===== config.mk =====
export PLATFORM = sky130hd
export DESIGN_NAME = ehash_ram
export DESIGN_NICKNAME = d
export VERILOG_FILES = /design/src/rtl/core/ehash_pkg.sv /design/src/rtl/core/ehash_ram.sv
export SDC_FILE = /design/constraint.sdc
export NUM_CORES = 2
export LEC_CHECK = 0
export ABC_AREA = 1
export BUFFER_PORTS_ARGS = -buffer_cell sky130_fd_sc_hd__buf_2
export CORE_UTILIZATION = 29
export DETAILED_ROUTE_END_ITERATION = 6
export MAX_ROUTING_LAYER = met4
export PLACE_DENSITY = 0.45
export REMOVE_ABC_BUFFERS = 1
export SLEW_MARGIN = 20
export SYNTH_ARGS = -nofsm -noshare
export SYNTH_HDL_FRONTEND = slang
export SYNTH_SLANG_ARGS = --single-unit

===== constraint.sdc =====
create_clock -name clk -period 3.6 [get_ports clk]
set_input_delay 0.54 -clock clk [delete_from_list [all_inputs] [get_ports clk]]
set_output_delay 0.54 -clock clk [all_outputs]
set_load 0.02 [all_outputs]

===== src/rtl/core/ehash_pkg.sv =====
package ehash_pkg;

  localparam int BSIZE_W     = 3;
  localparam int NB_W        = 9;
  localparam int BSIZE_RESET = 4;
  localparam int PADDR_W     = 3;

  localparam logic FUNC_FIND = 1'b0;
  localparam logic FUNC_ADD  = 1'b1;

  localparam logic REG_BUCKET_SIZE = 1'b0;

  typedef enum logic [2:0] {
    ST_FOUND   = 3'd0,
    ST_MISSING = 3'd1,
    ST_ADDED   = 3'd2,
    ST_DUP     = 3'd3,
    ST_FULL    = 3'd4
  } status_t;

  typedef enum logic [4:0] {
    S_INIT,
    S_IDLE,
    S_DIR_RD,
    S_DIR_WAIT,
    S_META_WAIT,
    S_KEY_RD,
    S_KEY_CMP,
    S_DECIDE,
    S_SPLIT,
    S_DBL_RD,
    S_DBL_W0,
    S_DBL_W1,
    S_FILL_INIT,
    S_FILL,
    S_RD_DIR,
    S_RD_T,
    S_META_NB,
    S_META_B,
    S_DONE
  } state_t;

  typedef struct packed {
    logic        func;
    logic [31:0] key;
  } req_t;

  typedef struct packed {
    status_t     status;
    logic [7:0]  bucket_index;
    logic [3:0]  global_depth;
  } rsp_t;

endpackage


===== src/rtl/core/ehash_ram.sv =====
module ehash_ram
  import ehash_pkg::*;
#(
  parameter int W  = 8,
  parameter int AW = 8
) (
  input  logic          clk,
  input  logic          we,
  input  logic [AW-1:0] waddr,
  input  logic [W-1:0]  wdata,
  input  logic [AW-1:0] raddr,
  output logic [W-1:0]  rdata
);

  logic [W-1:0] mem [1<<AW];

  always_ff @(posedge clk) begin
    if (we) begin
      mem[waddr] <= wdata;
    end
  end

  always_ff @(posedge clk) begin
    rdata <= mem[raddr];
  end

endmodule


==> reports/metrics.yaml <==
synth:
  synthDistinctLibCells: 14
  yosys.cell_count.top_type: "nand2_1"
  ys.flop_type: "edfxtp_1"
  seq_area_frac_synth_pct: 73.9
  synth_area_leader_cell: "edfxtp_1"
  async_flop_share_pct: 0
  syn_inst: 7003
  synth_edf_count: 2048
  yosysWarnings: 0
  ys_ff_latch: 2056
  synth_area_leaders: "edfxtp_1 (74%), nand3_1 (12%), nand2_1 (9.6%), buf_2 (1.6%), nor2_1 (1.3%)"
  yosys-top-cells-count: "nand2_1 (2,123), edfxtp_1 (2,048), nand3_1 (2,019)"
  netlist.area_leader.share_pct: 73.7
  postSynthAreaPerCell_um2: 11.9
  synth_area_um2: 83400
routing:
  ant_nets: 0
  viasPerCell: 4.93
  first_iter_violations: 4896
  first_pass_iters: 6
  drcViolationCount: 0
  wl_per_cell_um: 24.0
  num_vias: 54900
  wirelength_um: 268000
timing:
  rsz0062_at_grt: "no"
  fin_skew_ns: 0.0393
  slew_viol_final: 0
  clock.fmax_mhz: 379
  period_needed_ns: 2.64
  setup_viol: 0
  worst_pin_slew_ns: 1.07
  slew_headroom_pct: 28.9
  finalHoldViolations: 0
  tns_ns: 0
  fin_crit_sh_pct: 73.3
  final.setup.worst_slack_ns: 0.962
global_routing:
  grt_pass1_vias: 53500
  grt_max_degree: 105
  overflow: 0
  track_usage_pct: 18.6
  antenna_found_initial: 21
  grt_pass1_wl_um: 389000
flow_run:
  drv_cap: 0
final_layout:
  nets: 7225
  area_growth_pct: 15.9
  drive_gt1_share_pct: 10.0
  design_area_um2: 96600
  post_layout_nonfiller_instances: 11100
clocking:
  cts_tree: "yes"
  clockRootBuffer: "clkbuf_16"
  cts_buffers: 218
  holdBufCountCts: 0
  cts_buffer_depth: 4
  cts.clk_slew.worst_paths_ns: 0.06
  post_cts_buffers: 0
  cts.sinks: 2056
  clock_latency_ns: 0.87
  htreeDepth: 4
  cts_resized: 0
place:
  pre_cts_slack_ns: 0.150
  io_buffer_count: 33
  routabilityCongestion: 0.842
  dp.cells: 10700
  dp_hpwl_um: 162000
  postPlaceCellArea_um2: 90100
power:
  peakVddDrop_mv: 0.391
  p_per_area_nw_per_um2: 527
  power_mw: 50.9
  p_leak_nw: 33.4
floorplan:
  rows: 196
  die-area_um2: 290000
  initial_core_util_pct: 29.2
  die_h_um: 538
  pin_count: 34
  die_x_um: 538
  core-area_um2: 285000
critical_path:
  path_max_fanout: 80
  critPathKind: "primary input to flip-flop"
  worst_r2r_path_depth: 10
  crit_start: "raddr[0]"
  critPathLaunchType: "primary input"
  crit_path_end_kind: "flip-flop"
  required_ns: 4.40
  cp.arrival_ns: 3.44
  timing.rr.end: "rdata[5]"
  r2r_start: "mem[183][5]"
  crit_path_end: "rdata[4]"
  r2r_slack_ns: 1.43
min_path:
  hp-class: "primary input to flip-flop"
outcome:
  status: "finished clean"
[flip-flops by register name, indices dropped and copies added, names as in the netlist]
| register | count |
|---|---|
| mem | 2048 |
| rdata | 8 |
[metal layers]
layer | GRT usage, % | up-vias | part of all wire, %
met5 | - | - | 0
met4 | 5.29 | 0 | 2.9
met3 | 2.12 | 378 | 5.0
met2 | 30.0 | 1551 | 48
met1 | 24.8 | 27700 | 44
li1 | - | 25300 | -
[kinds of logic (layout without fill, tap and decap cells)]
| kind of cell | count (synthesis) | in the layout | synth area share (%) |
|---|---|---|---|
| flops | 2056 | 2056 | 73.9 |
| other cells | 0 | 10 | 0 |
| simple gates | 4425 | 4425 | 22.9 |
| buf+inv | 522 | 882 | 3.12 |
[layout make-up]
cell class | instances | area, um2
sequential | 2056 | 61700
multi-input combinational | 4425 | 19200
clock buffer | 292 | 5800
fill | 28300 | 189000
clock inverter | 92 | 711
antenna | 10 | 25.0
inverter | 39 | 180
timing repair buffer | 459 | 4400
tap | 3762 | 4710
[worst min path at each step]
| stage | startpoint | end | depth (start not counted) |
|---|---|---|---|
| floorplan | wdata[0] | mem[0][0] | 0 |
| global placement | rdata[5] | rdata[5] | 1 |
| detailed placement | rdata[5] | rdata[5] | 1 |
| CTS | raddr[7] | rdata[3] | 3 |
| global route | raddr[7] | rdata[7] | 3 |
| finish | wdata[0] | mem[214][0] | 1 |
[stage by stage]
step                hold slack, ns  util, %
global placement             0.991     31.6
floorplan                    0.639        -
CTS                         0.0854     33.8
global route                 0.105     33.9
finish                       0.137     33.9
detailed placement           0.985     31.6
[power by group]
part	switching [mW]	internal (mW)	total (mW)
Sequential	0.0470	26.4	26.4
Clock	9.23	11.9	21.2
Combinational	2.49	0.825	3.31
[layout by cell type (no fill, tap or decap), types with 3 or more instances in the layout]
master,Yosys,routed
buf_12,0,73
buf_2,268,20
buf_4,46,354
buf_8,1,11
bufinv_16,0,10
clkbuf_1,112,71
clkbuf_16,0,221
clkinv_1,0,53
clkinv_2,0,21
dfxtp_1,8,8
diode_2,0,10
edfxtp_1,2048,2048
inv_1,36,34
inv_16,0,3
nand2_1,2123,2110
nand2_2,0,13
nand3_1,2019,2019
nor2_1,283,283
[critical path: stages]
cell	delay [ns]
buf_8	0.16
inv_16	0.34
buf_12	0.25
buf_12	0.22
buf_4	0.28
nand2_1	0.08
nand3_1	0.07
nand3_1	0.09
nand3_1	0.14
nand3_1	0.22
nand3_1	0.31
nand3_1	0.31
nand2_1	0.15
nand2_1	0.06
nand2_1	0.09
Note: power is estimated with default switching activity, not from simulation.
