--- src/rtl/core/ehash_pkg.sv ---
package ehash_pkg;

  localparam int BSIZE_W     = 3;
  localparam int NB_W        = 9;
  localparam int BSIZE_RESET = 4;
  localparam int PADDR_W     = 3;

  localparam logic FUNC_FIND = 1'b0;
  localparam logic FUNC_ADD  = 1'b1;

  localparam logic REG_BUCKET_SIZE = 1'b0;

  typedef enum logic [2:0] {
    ST_FOUND   = 3'd0,
    ST_MISSING = 3'd1,
    ST_ADDED   = 3'd2,
    ST_DUP     = 3'd3,
    ST_FULL    = 3'd4
  } status_t;

  typedef enum logic [4:0] {
    S_INIT,
    S_IDLE,
    S_DIR_RD,
    S_DIR_WAIT,
    S_META_WAIT,
    S_KEY_RD,
    S_KEY_CMP,
    S_DECIDE,
    S_SPLIT,
    S_DBL_RD,
    S_DBL_W0,
    S_DBL_W1,
    S_FILL_INIT,
    S_FILL,
    S_RD_DIR,
    S_RD_T,
    S_META_NB,
    S_META_B,
    S_DONE
  } state_t;

  typedef struct packed {
    logic        func;
    logic [31:0] key;
  } req_t;

  typedef struct packed {
    status_t     status;
    logic [7:0]  bucket_index;
    logic [3:0]  global_depth;
  } rsp_t;

endpackage

--- src/rtl/core/ehash_ctrl.sv ---
module ehash_ctrl
  import ehash_pkg::*;
#(
  parameter int MAX_DEPTH  = 8,
  parameter int BUCKET_CAP = 4,
  parameter int KEY_BITS   = 32
) (
  input  logic                 clk,
  input  logic                 rst,
  input  logic [BSIZE_W-1:0]   slot_limit,
  input  logic                 req_valid,
  output logic                 req_ready,
  input  req_t                 req,
  output logic                 rsp_valid,
  input  logic                 rsp_ready,
  output rsp_t                 rsp,
  output logic                 dir_we,
  output logic [MAX_DEPTH-1:0] dir_waddr,
  output logic [MAX_DEPTH-1:0] dir_wdata,
  output logic [MAX_DEPTH-1:0] dir_raddr,
  input  logic [MAX_DEPTH-1:0] dir_rdata,
  output logic                 meta_we,
  output logic [MAX_DEPTH-1:0] meta_waddr,
  output logic [$clog2(MAX_DEPTH+1)+$clog2(BUCKET_CAP+1)-1:0] meta_wdata,
  output logic [MAX_DEPTH-1:0] meta_raddr,
  input  logic [$clog2(MAX_DEPTH+1)+$clog2(BUCKET_CAP+1)-1:0] meta_rdata,
  output logic                 key_we,
  output logic [MAX_DEPTH+((BUCKET_CAP>1)?$clog2(BUCKET_CAP):1)-1:0] key_waddr,
  output logic [((KEY_BITS<32)?KEY_BITS:32)-1:0] key_wdata,
  output logic [MAX_DEPTH+((BUCKET_CAP>1)?$clog2(BUCKET_CAP):1)-1:0] key_raddr,
  input  logic [((KEY_BITS<32)?KEY_BITS:32)-1:0] key_rdata
);

  localparam int AW = MAX_DEPTH;
  localparam int SW = (BUCKET_CAP > 1) ? $clog2(BUCKET_CAP) : 1;
  localparam int CW = $clog2(BUCKET_CAP + 1);
  localparam int LW = $clog2(MAX_DEPTH + 1);
  localparam int KW = (KEY_BITS < 32) ? KEY_BITS : 32;

  function automatic logic [AW-1:0] addr_of(input logic [KW-1:0] k, input logic [LW-1:0] d);
    logic [AW+KW-1:0] kx;
    logic [AW-1:0]    r;
    kx = {{AW{1'b0}}, k};
    for (int i = 0; i < AW; i++) begin
      r[AW-1-i] = kx[i];
    end
    return r >> (AW - int'(d));
  endfunction

  state_t state, state_next;

  logic          func;
  logic [KW-1:0] key;
  logic [AW-1:0] b, nb, dv, dbl_i, fa, fend;
  logic [CW-1:0] n, j, cnt_b, cnt_nb;
  logic [LW-1:0] ld, depth;
  logic          hit;
  status_t       st;
  logic [NB_W-1:0] next_bucket;
  logic [KW-1:0] held [1<<SW];

  logic [CW-1:0] cap_sz;
  logic [CW-1:0] meta_cnt;
  logic [LW-1:0] meta_ld;
  logic [CW-1:0] sel_cnt;
  logic [AW-1:0] shared;
  logic [AW-1:0] fill_start, fill_end;
  int            fill;

  assign meta_cnt = meta_rdata[CW-1:0];
  assign meta_ld  = meta_rdata[LW+CW-1:CW];
  assign sel_cnt  = (dir_rdata == b) ? cnt_b : cnt_nb;

  always_comb begin
    if (slot_limit == '0) begin
      cap_sz = CW'(1);
    end else if (int'(slot_limit) > BUCKET_CAP) begin
      cap_sz = CW'(BUCKET_CAP);
    end else begin
      cap_sz = CW'(slot_limit);
    end
  end

  always_comb begin
    shared     = addr_of(key, ld);
    fill       = int'(depth) - int'(ld) - 1;
    fill_start = AW'(((int'(shared) << 1) | 1) << fill);
    fill_end   = fill_start | AW'((1 << fill) - 1);
  end

  assign req_ready = (state == S_IDLE);

  // next state
  always_comb begin
    state_next = state;
    unique case (state)
      S_INIT:      state_next = S_IDLE;
      S_IDLE:      if (req_valid) state_next = S_DIR_RD;
      S_DIR_RD:    state_next = S_DIR_WAIT;
      S_DIR_WAIT:  state_next = S_META_WAIT;
      S_META_WAIT: state_next = (meta_cnt != '0) ? S_KEY_RD : S_DECIDE;
      S_KEY_RD:    state_next = S_KEY_CMP;
      S_KEY_CMP:   state_next = (j + CW'(1) < n) ? S_KEY_RD : S_DECIDE;
      S_DECIDE: begin
        if (func == FUNC_FIND || hit || n < cap_sz || ld >= LW'(MAX_DEPTH)) begin
          state_next = S_DONE;
        end else begin
          state_next = S_SPLIT;
        end
      end
      S_SPLIT:     state_next = (ld >= depth) ? S_DBL_RD : S_FILL_INIT;
      S_DBL_RD:    state_next = S_DBL_W0;
      S_DBL_W0:    state_next = S_DBL_W1;
      S_DBL_W1:    state_next = (dbl_i == '0) ? S_FILL_INIT : S_DBL_RD;
      S_FILL_INIT: state_next = S_FILL;
      S_FILL: begin
        if (fa == fend) state_next = (n == '0) ? S_META_NB : S_RD_DIR;
      end
      S_RD_DIR:    state_next = S_RD_T;
      S_RD_T:      state_next = (j + CW'(1) < n) ? S_RD_DIR : S_META_NB;
      S_META_NB:   state_next = S_META_B;
      S_META_B:    state_next = S_DIR_RD;
      S_DONE:      if (!rsp_valid || rsp_ready) state_next = S_IDLE;
      default:     state_next = S_INIT;
    endcase
  end

  // memory controls
  always_comb begin
    dir_we     = 1'b0;
    dir_waddr  = '0;
    dir_wdata  = '0;
    dir_raddr  = '0;
    meta_we    = 1'b0;
    meta_waddr = '0;
    meta_wdata = '0;
    meta_raddr = dir_rdata;
    key_we     = 1'b0;
    key_waddr  = '0;
    key_wdata  = key;
    key_raddr  = {b, SW'(j)};
    unique case (state)
      S_INIT: begin
        dir_we  = 1'b1;
        meta_we = 1'b1;
      end
      S_DIR_RD: dir_raddr = addr_of(key, depth);
      S_DECIDE: begin
        if (func == FUNC_ADD && !hit && n < cap_sz) begin
          key_we     = 1'b1;
          key_waddr  = {b, SW'(n)};
          meta_we    = 1'b1;
          meta_waddr = b;
          meta_wdata = {ld, n + CW'(1)};
        end
      end
      S_DBL_RD: dir_raddr = dbl_i;
      S_DBL_W0: begin
        dir_we    = 1'b1;
        dir_waddr = AW'({dbl_i, 1'b0});
        dir_wdata = dir_rdata;
      end
      S_DBL_W1: begin
        dir_we    = 1'b1;
        dir_waddr = AW'({dbl_i, 1'b1});
        dir_wdata = dv;
      end
      S_FILL: begin
        dir_we    = 1'b1;
        dir_waddr = fa;
        dir_wdata = nb;
      end
      S_RD_DIR: dir_raddr = addr_of(held[SW'(j)], depth);
      S_RD_T: begin
        key_we    = (sel_cnt < CW'(BUCKET_CAP));
        key_waddr = {dir_rdata, SW'(sel_cnt)};
        key_wdata = held[SW'(j)];
      end
      S_META_NB: begin
        meta_we    = 1'b1;
        meta_waddr = nb;
        meta_wdata = {ld + LW'(1), cnt_nb};
      end
      S_META_B: begin
        meta_we    = 1'b1;
        meta_waddr = b;
        meta_wdata = {ld + LW'(1), cnt_b};
      end
      default: ;
    endcase
  end

  always_ff @(posedge clk) begin
    if (rst) begin
      state       <= S_INIT;
      depth       <= '0;
      next_bucket <= NB_W'(1);
      rsp_valid   <= 1'b0;
    end else begin
      state <= state_next;
      if (rsp_valid && rsp_ready && state != S_DONE) rsp_valid <= 1'b0;
      unique case (state)
        S_IDLE: begin
          if (req_valid) begin
            func <= req.func;
            key  <= KW'(req.key);
          end
        end
        S_DIR_WAIT: b <= dir_rdata;
        S_META_WAIT: begin
          n   <= meta_cnt;
          ld  <= meta_ld;
          j   <= '0;
          hit <= 1'b0;
        end
        S_KEY_CMP: begin
          if (key_rdata == key) hit <= 1'b1;
          held[SW'(j)] <= key_rdata;
          j <= j + CW'(1);
        end
        S_DECIDE: begin
          if (func == FUNC_FIND) begin
            st <= hit ? ST_FOUND : ST_MISSING;
          end else if (hit) begin
            st <= ST_DUP;
          end else if (n < cap_sz) begin
            st <= ST_ADDED;
          end else begin
            st <= ST_FULL;
          end
        end
        S_SPLIT: begin
          nb          <= AW'(next_bucket);
          next_bucket <= next_bucket + NB_W'(1);
          dbl_i       <= AW'((1 << int'(depth)) - 1);
        end
        S_DBL_W0: dv <= dir_rdata;
        S_DBL_W1: begin
          if (dbl_i == '0) begin
            depth <= depth + LW'(1);
          end else begin
            dbl_i <= dbl_i - AW'(1);
          end
        end
        S_FILL_INIT: begin
          fa   <= fill_start;
          fend <= fill_end;
        end
        S_FILL: begin
          fa     <= fa + AW'(1);
          j      <= '0;
          cnt_b  <= '0;
          cnt_nb <= '0;
        end
        S_RD_T: begin
          if (sel_cnt < CW'(BUCKET_CAP)) begin
            if (dir_rdata == b)  cnt_b  <= cnt_b + CW'(1);
            if (dir_rdata == nb) cnt_nb <= cnt_nb + CW'(1);
          end
          j <= j + CW'(1);
        end
        S_DONE: begin
          if (!rsp_valid || rsp_ready) begin
            rsp_valid        <= 1'b1;
            rsp.status       <= st;
            rsp.bucket_index <= 8'(b);
            rsp.global_depth <= 4'(depth);
          end
        end
        default: ;
      endcase
    end
  end

  a_depth_bound: assert property (@(posedge clk) disable iff (rst)
    depth <= LW'(MAX_DEPTH))
    else $error("directory depth above limit");

  a_slot_bound: assert property (@(posedge clk) disable iff (rst)
    key_we |-> int'(key_waddr[SW-1:0]) < BUCKET_CAP)
    else $error("key written past bucket capacity");

  a_rsp_from_done: assert property (@(posedge clk) disable iff (rst)
    $rose(rsp_valid) |-> $past(state == S_DONE))
    else $error("response raised outside done state");

  a_split_below_max: assert property (@(posedge clk) disable iff (rst)
    state == S_SPLIT |-> ld < LW'(MAX_DEPTH))
    else $error("split at maximum local depth");

endmodule

--- config.mk ---
export PLATFORM = sky130hd
export DESIGN_NAME = ehash_ctrl
export DESIGN_NICKNAME = d
export VERILOG_FILES = /design/src/rtl/core/ehash_pkg.sv /design/src/rtl/core/ehash_ctrl.sv
export SDC_FILE = /design/constraint.sdc
export NUM_CORES = 1
export LEC_CHECK = 0
export BUFFER_PORTS_ARGS = -buffer_cell sky130_fd_sc_hd__buf_2
export CAP_MARGIN = 20
export CORE_MARGIN = 2
export CORE_UTILIZATION = 41
export CTS_CLUSTER_SIZE = 12
export DETAILED_ROUTE_END_ITERATION = 7
export PLACE_DENSITY = 0.59
export SETUP_SLACK_MARGIN = 0.2
export SLEW_MARGIN = 30
export SYNTH_ARGS = -nofsm -noshare
export SYNTH_HDL_FRONTEND = slang
export SYNTH_SLANG_ARGS = --single-unit
--- constraint.sdc ---
create_clock -name clk -period 8.5 [get_ports clk]
set_input_delay 1.275 -clock clk [delete_from_list [all_inputs] [get_ports clk]]
set_output_delay 1.275 -clock clk [all_outputs]
set_load 0.005 [all_outputs]
==> results of run 1 <==
==> path summary, 6_finish.rpt <==
| path | from | to | slack [ns] | depth (start not counted) |
|---|---|---|---|---|
| setup / recovery | flop | dir_raddr[0] | 3.59 | 8 |
| hold / removal | st[2] | rsp[14] | 0.42 | 0 |
| hold reg to reg | st[2] | rsp[14] | 0.42 | 0 |
| setup reg to reg | depth[0] | fend[6] | 4.63 | 12 |
==> placed cells by master, fill, tap and decap left out, drive strengths merged, types with 21 or more instances in the layout <==
master	synthesis	routed
nand3	21	21
inv	25	26
nor2	67	67
clkbuf	39	39
xnor2	63	63
edfxtp	243	243
buf	25	224
nand2	175	175
xor2	35	35
o21ai	35	35
mux4	33	33
ha	34	34
a21oi	28	28
nor3	28	28
==> metal layers <==
layer	share of wire	wire (um)
met1	0.44	15400
met2	0.46	16400
met3	0.079	2810
met4	0.020	724
met5	0.0014	49
==> area by class of cell <==
class                           count  area [um2]  area share
Inverter                           27         101     0.00637
Tap cell                          442         553      0.0348
Multi-Input combinational cell    758        5430       0.341
Clock inverter                     11         175      0.0110
Antenna cell                        4        10.0    0.000629
Sequential cell                   263        7700       0.484
Timing Repair Buffer              224        1170      0.0734
Clock buffer                       39         773      0.0486
==> metrics by stage <==
stage | total power [uW] | hold slack (ns) | setup WS [ns]
after floorplan | 1570 | 0.400 | 4.09
after global placement | 1640 | 0.402 | 3.95
after detailed placement | 1650 | 0.405 | 3.95
after CTS | 2910 | 0.420 | 3.53
after global routing | 2980 | 0.436 | 3.32
final | 2880 | 0.419 | 3.59
==> kinds of logic (layout without fill, tap and decap cells) <==
logic type | after synthesis | count (layout) | share of synthesized area
xor+xnor | 98 | 98 | 0.0635
fa+ha+maj | 35 | 35 | 0.0330
compound gates | 173 | 173 | 0.0888
other cells | 0 | 4 | 0
flops | 263 | 263 | 0.570
simple gates | 388 | 388 | 0.133
buf+inv | 91 | 301 | 0.0310
mux | 64 | 64 | 0.0814
==> critical path, cell delays in order, from the launching register on <==
cell and delay, ns:
dfxtp_2 0.68, buf_4 0.46, mux4_1 0.62, mux2_2 0.31, mux2_2 0.33, mux2i_1 0.22
nor3_1 0.07, a221o_1 0.25, buf_2 0.13
==> state kept, by name (all words and copies together), names as in the netlist, 3 cells and up, named ones only <==
register / count
b: 8
cnt_b: 3
cnt_nb: 3
dbl_i: 8
depth: 4
dv: 8
fa: 8
fend: 7
held: 128
j: 3
key: 32
ld: 4
n: 3
nb: 8
next_bucket: 8
rsp: 15
st: 3
state: 5
==> cell usage after synthesis (15+ instances only) <==
library cell	n	share of area
inv_1	25	0.0069
a21oi_1	28	0.010
nand3_1	21	0.0078
edfxtp_1	243	0.54
nand2_1	175	0.049
mux2i_1	18	0.013
xor2_1	35	0.023
clkbuf_1	38	0.011
o21ai_0	34	0.013
nor3_1	28	0.010
ha_1	34	0.031
dfxtp_1	20	0.030
mux4_2	25	0.042
a22oi_1	20	0.011
nor2_1	66	0.018
nand2b_1	18	0.0083
a22o_1	18	0.012
nand4_1	15	0.0069
xnor2_1	63	0.041
==> power by group <==
part           total, uW  switching (uW)  internal, uW
Combinational        172            97.4          75.0
Clock               1260             503           758
Sequential          1450            23.8          1420
==> results.md, run 1 <==
- RSZ-0062 raised after global routing: false
- Setup CP Type: flop to primary output
- Seq cells post-synth: ~260
- Pwr/cell area: 181 nW/um2
- Worst Hold Class: flop to flop
- Tightest Pin Transition: slightly below 1 ns
- Worst-path clk slew: 0.06 ns
- Average size of a mapped cell: 12.1 um2
- Clk sink count: roughly 260
- CTS tree: done
- Synthesized area: 13500 um2
- Ys async rst share: 0
- Worst Path Required: approximately 7.2 ns
- Layer with the highest usage: met2
- Initial Utilization: 0.416
- F_max: 204 MHz
- Hold Buf Count CTS: 0
- Placer Congestion: 0.879
- Netlist cell types: 68
- Layout cell share with drive strength beyond 1: 0.240
- Vias per cell: approximately 5.4
- Seq/Total Area, Yosys: 0.570
- Die area: roughly 34000 um2
- Slew Limit Fails: 0
- Status: complete, no violations
- Crit Path Max Fanout: 18
- IO Pins: 206
- Post-synthesis net count: between 1000 and 1500
- Slew margin rel.: 0.337
- VDD IR max: 0.154 mV
- Post-route clock period utilization: 0.578
- Drt wl/cell: 20.0 um
- CTS Root Cell: clkbuf_16
- Initial antenna violation count: 7
- Met3 usage: 0.0417
- Post_cts resized: 0
- GR Util met1: 0.282
- Ys flop type: edfxtp_1
- Total Routing Usage GR: 0.205
- Worst-skew pair later-pin latency: 0.57 ns
- DRT iter0 DRCs: 522
- Drt pass-1 iters: 5
- Crit. End Element: primary output
- Post-synth EDFFs: 243
- DRC viols: 0
- Die H: 186 um
- Area Growth Syn to Fin: 17.8%
- Inst Count DP: 1714
- Final setup fails: 0
- Core area: 32500 um2
- Die width: 186 um
- TritonCTS buffer count: 29
- Crit path launch type: flop
- Antenna Violating Nets Remaining: 0
- Vias in the first global route: approximately 9300
- Post-Syn Instances: 1112
- Std cell rows: 66
- Post-CTS Setup Bufs: 0
- Leak: ~0.0061 uW
- Final Hold Viols: 0
- Total gr overflow: 0
- Grt met2 use: 0.334
- Finished Core Util: 0.490
- Final TNS setup: 0 ns
- Fillers: slightly below 3000
- Nets: 1425
- Global-route wire length before repair: 53800 um
- Post-route cell area: 15900 um2
- Skew final: 0.0218 ns
- Pin count of the biggest net entering global routing: 34
- Arr. time, crit path: between 3 and 4 ns
- DRT Wirelength: 35400 um
- Longest Clk Path Bufs: 3
- MaxCap Viol Count: 0
- Dpl cell area: ~15000 um2
- Via count: 9538
- CTS H-tree depth: 1
- Port-buffer cells: 205
- Synthesis Warnings: 0
- Final cell count without fillers: 1768
- DP Wirelength: 25200 um
- Final min period: about 4.9 ns
Power figures use the tool's default switching activity.
==> run 2: changes to the inputs <==
clock period = 4.71 ns   (was 8.5 ns; I/O delays follow)
==> run 2 against run 1 <==
Compared with the run above: non-clock buffer count is 4 higher; cell count rose by 0.34%; clock-buffer cell count stayed put; sequential power rose by 79%; largest cell class unchanged; combinational power rose by 93%; clock power rose by 83%; sequential share of layout area fell by 0.20 points; largest power group unchanged.
==> results.md, run 2 (same netlist as run 1, synthesis figures left out) <==
- Status: complete, no violations
- Worst-path clk slew: 0.06 ns (about the same)
- Drt wl/cell: 20.1 um (+0.25%)
- Die H: 186 um (unchanged)
- RSZ-0062 raised after global routing: false
- Fillers: 2914 (+0.59%)
- Largest register by flop count: held
- TritonCTS buffer count: 30 (+3.4%)
- Nets: 1430 (+0.35%)
- Initial antenna violation count: 6 (-1)
- DP Wirelength: 25600 um (+1.2%)
- Slew margin rel.: 0.430 (+0.0930)
- Total gr overflow: 0 (unchanged)
- Worst Hold Class: input port to flop
- CTS tree: done
- Top flop regs: held (128), key (32), rsp (15)
- Std cell rows: 66 (unchanged)
- Pin count of the biggest net entering global routing: 39 (+15%)
- Area Growth Syn to Fin: 18.3%
- Global-route wire length before repair: 54400 um (+1.2%)
- Post-Place Setup Slack: 0.901 ns (-3.05 ns)
- Worst Path Required: 4.00 ns (-3.22 ns)
- DRT iter0 DRCs: 646 (+24%)
- Crit. End Element: primary output
- Total Routing Usage GR: 0.206 (+0.00181)
- CTS Root Cell: clkbuf_16
- Crit Path Max Fanout: 18 (unchanged)
- CTS H-tree depth: 1 (unchanged)
- Most common cell after layout, fill and taps aside: edfxtp_1
- Final Hold Viols: 0 (unchanged)
- Skew final: 0.0183 ns (-0.00351 ns)
- Core area: 32500 um2 (unchanged)
- Clk sink count: 263 (unchanged)
- Post-CTS Setup Bufs: 0 (unchanged)
- MaxCap Viol Count: 0 (unchanged)
- Post-route clock period utilization: 0.860
- Tightest Pin Transition: 0.849 ns (-0.139 ns)
- Die width: 186 um (unchanged)
- Vias in the first global route: 9493 (+2.0%)
- Leak: 0.00610 uW (+0.57%)
- Worst-skew pair later-pin latency: 0.58 ns (about the same)
- Die area: 34400 um2 (unchanged)
- Arr. time, crit path: 3.35 ns (-0.28 ns)
- Antenna Violating Nets Remaining: 0 (unchanged)
- Post_cts resized: 0 (unchanged)
- Setup WS post-layout: 0.658 ns (-2.93 ns)
- Final setup fails: 0 (unchanged)
- Pwr/cell area: 328 nW/um2 (+81%)
- F_max: approximately 250 MHz
- Final TNS setup: 0 ns (unchanged)
- Max reg flops: 128 (unchanged)
- Slew Limit Fails: 0 (unchanged)
- Dpl cell area: 15000 um2 (+0.20%)
- Via count: 9592 (+0.57%)
- DRT Wirelength: 35700 um (+0.59%)
- Initial Utilization: 0.416 (unchanged)
- VDD IR max: 0.299 mV (+93%)
- Placer Congestion: 0.905 (+3.0%)
- Drt pass-1 iters: 5 (unchanged)
- Hold Buf Count CTS: 0 (unchanged)
- Setup CP Type: flop to primary output
- Most frequent cells in the layout: edfxtp_1 (243), buf_2 (205), nand2_1 (175)
- Post-route cell area: 16000 um2 (+0.42%)
- Crit path launch type: flop
- DRC viols: 0 (unchanged)
- Layout cell share with drive strength beyond 1: 0.244 (+0.00382)
- Longest Clk Path Bufs: 3 (unchanged)
- Vias per cell: 5.41 (+0.23%)
- Port-buffer cells: 205 (unchanged)
- Final min period: between 4 and 5 ns
- IO Pins: 206 (unchanged)
## run 2: final timing paths
| check | start | endpoint | slack [ns] | cells past startpoint |
|---|---|---|---|---|
| worst max register to register | depth[0] | fend[6] | 0.79 | 15 |
| worst min-delay path | req[20] | key[20] | 0.31 | 1 |
| worst min register to register | st[0] | rsp[12] | 0.42 | 0 |
| worst max-delay path | flop | dir_raddr[0] | 0.66 | 7 |
## run 2: cell type report
class                      count  area (um2)  area share
antenna                        2        5.00    0.000313
multi-input combinational    758        5440       0.340
timing repair buffer         228        1200      0.0750
inverter                      27         101     0.00634
tap                          442         553      0.0346
clock buffer                  39         805      0.0503
sequential                   263        7700       0.482
clock inverter                15         181      0.0114
## run 2: critical path, cell delays in order, from the launching register on
cell	delay [ns]
dfxtp_2	0.75
mux4_1	0.71
mux2_2	0.31
mux2_2	0.30
mux2i_1	0.21
nor3_1	0.07
a221o_1	0.28
buf_2	0.13
## run 2: where the power goes
| part | switching (uW) | internal [uW] |
|---|---|---|
| registers | 29.0 | 2570 |
| logic | 193 | 139 |
| clock network | 946 | 1370 |
| total | 1170 | 4080 |
## run 2: stage by stage
| stage | cells | hold WS (ns) | util | power [uW] |
|---|---|---|---|---|
| final | 1774 | 0.306 | 0.492 | 5240 |
| after global routing | 1772 | 0.287 | 0.492 | 5420 |
| after CTS | 1772 | 0.284 | 0.492 | 5290 |
| after detailed placement | 1718 | 0.406 | 0.462 | 2980 |
| after global placement | 1718 | 0.406 | 0.461 | 2970 |
| after floorplan | 1112 | 0.400 | - | 2830 |
## run 2: layer usage
metal | GRT usage | share of wire
met1 | 0.279 | 0.43
met3 | 0.0452 | 0.083
met5 | 0 | 0.0017
met4 | 0.0559 | 0.025
met2 | 0.337 | 0.46
==> run 3: changes to the inputs <==
clock period = 5.2 ns   (was 4.71 ns; I/O delays follow)
==> run 3 against run 2 <==
Compared with the run above: core utilization fell by 0.28 points; total power fell by 12%; design area fell by 0.57%; setup slack improved by 0.41 ns; combinational power fell by 15%; cell count fell by 0.11%; critical path type unchanged; largest cell class unchanged.
==> results.md, run 3 (same netlist as run 1, synthesis figures left out) <==
- DRC viols: 0 (unchanged)
- Worst Path Required: 4.42 ns (+0.42 ns)
- Skew final: 0.0176 ns (-0.000742 ns)
- Placer Congestion: 0.936 (+3.4%)
- Tightest Pin Transition: 0.903 ns (+0.0540 ns)
- Core area: 32500 um2 (unchanged)
- R2R Path End: fend[6]
- IO Pins: 206 (unchanged)
- DRT iter0 DRCs: 614 (-5.0%)
- VDD IR max: 0.283 mV (-5.2%)
- Final TNS setup: 0 ns (unchanged)
- Slew Limit Fails: 0 (unchanged)
- Area Growth Syn to Fin: 17.6%
- Largest register by flop count: held
- Fillers: 2934 (+0.69%)
- Post-route clock period utilization: 0.794
- Most frequent cells in the layout: edfxtp_1 (243), buf_2 (205), nand2_1 (175)
- Hold Path Origin: req[19]
- Longest Clk Path Bufs: 3 (unchanged)
- Most common cell after layout, fill and taps aside: edfxtp_1
- CP bufs+invs: 1 (unchanged)
- Initial antenna violation count: 8 (+2)
- Die H: 186 um (unchanged)
- Vias per cell: 5.42 (+0.19%)
- Grt met2 use: 0.337 (+0.000746)
- Clk sink count: 263 (unchanged)
- Via count: 9599 (+0.073%)
- Status: complete, no violations
- Post_cts resized: 0 (unchanged)
- Layout cell share with drive strength beyond 1: 0.241 (-0.00304)
- Arr. time, crit path: 3.35 ns (about the same)
- R2r worst-path depth: 15 (unchanged)
- GR Util met1: 0.280 (+0.000623)
- Total gr overflow: 0 (unchanged)
- Setup WS post-layout: 1.07 ns (+0.414 ns)
- Finished Core Util: 0.490 (-0.00281)
- Hold path depth: 1 (unchanged)
- Final Hold Viols: 0 (unchanged)
- Pwr/cell area: 289 nW/um2 (-12%)
- CTS Root Cell: clkbuf_16
- Post-Place Setup Slack: 1.63 ns (+0.734 ns)
- Worst-path clk slew: 0.06 ns (about the same)
- Global-route wire length before repair: 54200 um (-0.49%)
- Min-Delay Endpoint: key[19]
- Final setup fails: 0 (unchanged)
- Hold Buf Count CTS: 0 (unchanged)
- Crit path cell chain: mux4_1 -> mux2_2 -> mux2_2 -> mux2i_1 -> nor3_1 -> a221o_1 -> buf_2
- Post-CTS Setup Bufs: 0 (unchanged)
- CP max-delay cell: dfxtp_2
- Worst Hold Class: input port to flop
- Crit path launch type: flop
- Initial Utilization: 0.416 (unchanged)
- Hold slack: 0.407 ns (+0.101 ns)
- Die width: 186 um (unchanged)
- Final min period: 4.13 ns
- Reg2reg start: ld[0]
- Crit Path Max Fanout: 20 (+2)
- F_max: 242 MHz
- CTS H-tree depth: 1 (unchanged)
- Std cell rows: 66 (unchanged)
- Layer with the highest usage: met2
- Nets: 1427 (-0.21%)
- CTS tree: done
- Port-buffer cells: 205 (unchanged)
- Top delay family on crit path: multiplexers
- Total Routing Usage GR: 0.207 (+0.000667)
- Top flop regs: held (128), key (32), rsp (15)
- Pin count of the biggest net entering global routing: 39 (unchanged)
- RSZ-0062 raised after global routing: false
- Die area: 34400 um2 (unchanged)
- MaxCap Viol Count: 0 (unchanged)
- DP Wirelength: 25300 um (-0.91%)
- CP max stage delay: 0.80 ns (+0.05 ns)
- Leak: 0.00606 uW (-0.74%)
- Antenna Violating Nets Remaining: 0 (unchanged)
- Drt wl/cell: 20.3 um (+1.2%)
- Setup CP Type: flop to primary output
- TritonCTS buffer count: 29 (-3.3%)
- Worst R2R Setup Slack: 1.69 ns (+0.90 ns)
- Drt pass-1 iters: 5 (unchanged)
- Crit. End Element: primary output
- DRT Wirelength: 36000 um (+1.1%)
- Slew margin rel.: 0.393 (-0.0363)
- Vias in the first global route: 9276 (-2.3%)
- Most used cell along the critical path: mux2_2
- Max reg flops: 128 (unchanged)
- Worst-skew pair later-pin latency: 0.55 ns (-0.03 ns)
- Met3 usage: 0.0517 (+0.00646)
[run 3: changes by cell type in the layout (fill, tap and decap cells not counted), sizes merged]
cell	delta
clkbuf	+4
clkinv	-4
buf	-2
bufinv	-2
diode	+2
[run 3: layout make-up]
class                      count  area (um2)  area share
tap                          442         553      0.0348
antenna                        4        10.0    0.000630
sequential                   263        7700       0.485
inverter                      27         101     0.00638
clock buffer                  43         830      0.0522
multi-input combinational    758        5440       0.342
timing repair buffer         226        1180      0.0745
clock inverter                 9        75.1     0.00473
[run 3: how the worst max path moves through the flow]
stage,startpoint,to,slack (ns),depth (start not counted)
floorplan,rst,func,1.28,2
global placement,flop,dir_raddr[0],1.64,7
detailed placement,flop,dir_raddr[0],1.63,7
CTS,flop,dir_raddr[0],1.02,7
global route,state[0],meta_wdata[4],0.85,8
finish,flop,dir_raddr[0],1.07,7
[run 3: per-layer routing]
layer,routed length [um],share of wire
met1,15700,0.44
met2,16600,0.46
met3,3050,0.084
met4,640,0.018
met5,66,0.0018
[run 3: metrics by stage]
stage / instances / total power [uW] / area, um2
after floorplan: 1112 / 2560 / 13500
after global placement: 1716 / 2690 / 14900
after detailed placement: 1716 / 2690 / 15000
after CTS: 1768 / 4640 / 15900
after global routing: 1768 / 4760 / 15900
final: 1772 / 4600 / 15900
[run 3: power by group]
part,leakage (uW),internal [uW],switching [uW]
sequential,0.00238,2330,40.0
combinational,0.00324,123,159
clock,0.000434,1150,806
[run 3: worst reg2reg max path: stages, from the launching register on]
cell and delay [ns]:
edfxtp_1 0.32, buf_4 0.23, ha_1 0.20, inv_1 0.05, fa_1 0.50, inv_1 0.06, ha_1 0.26, o21ai_0 0.32
inv_1 0.09, nand2_1 0.09, and3_1 0.27, nand4_1 0.16, ha_1 0.29, and2_1 0.17, a21oi_1 0.10, o311ai_0 0.11
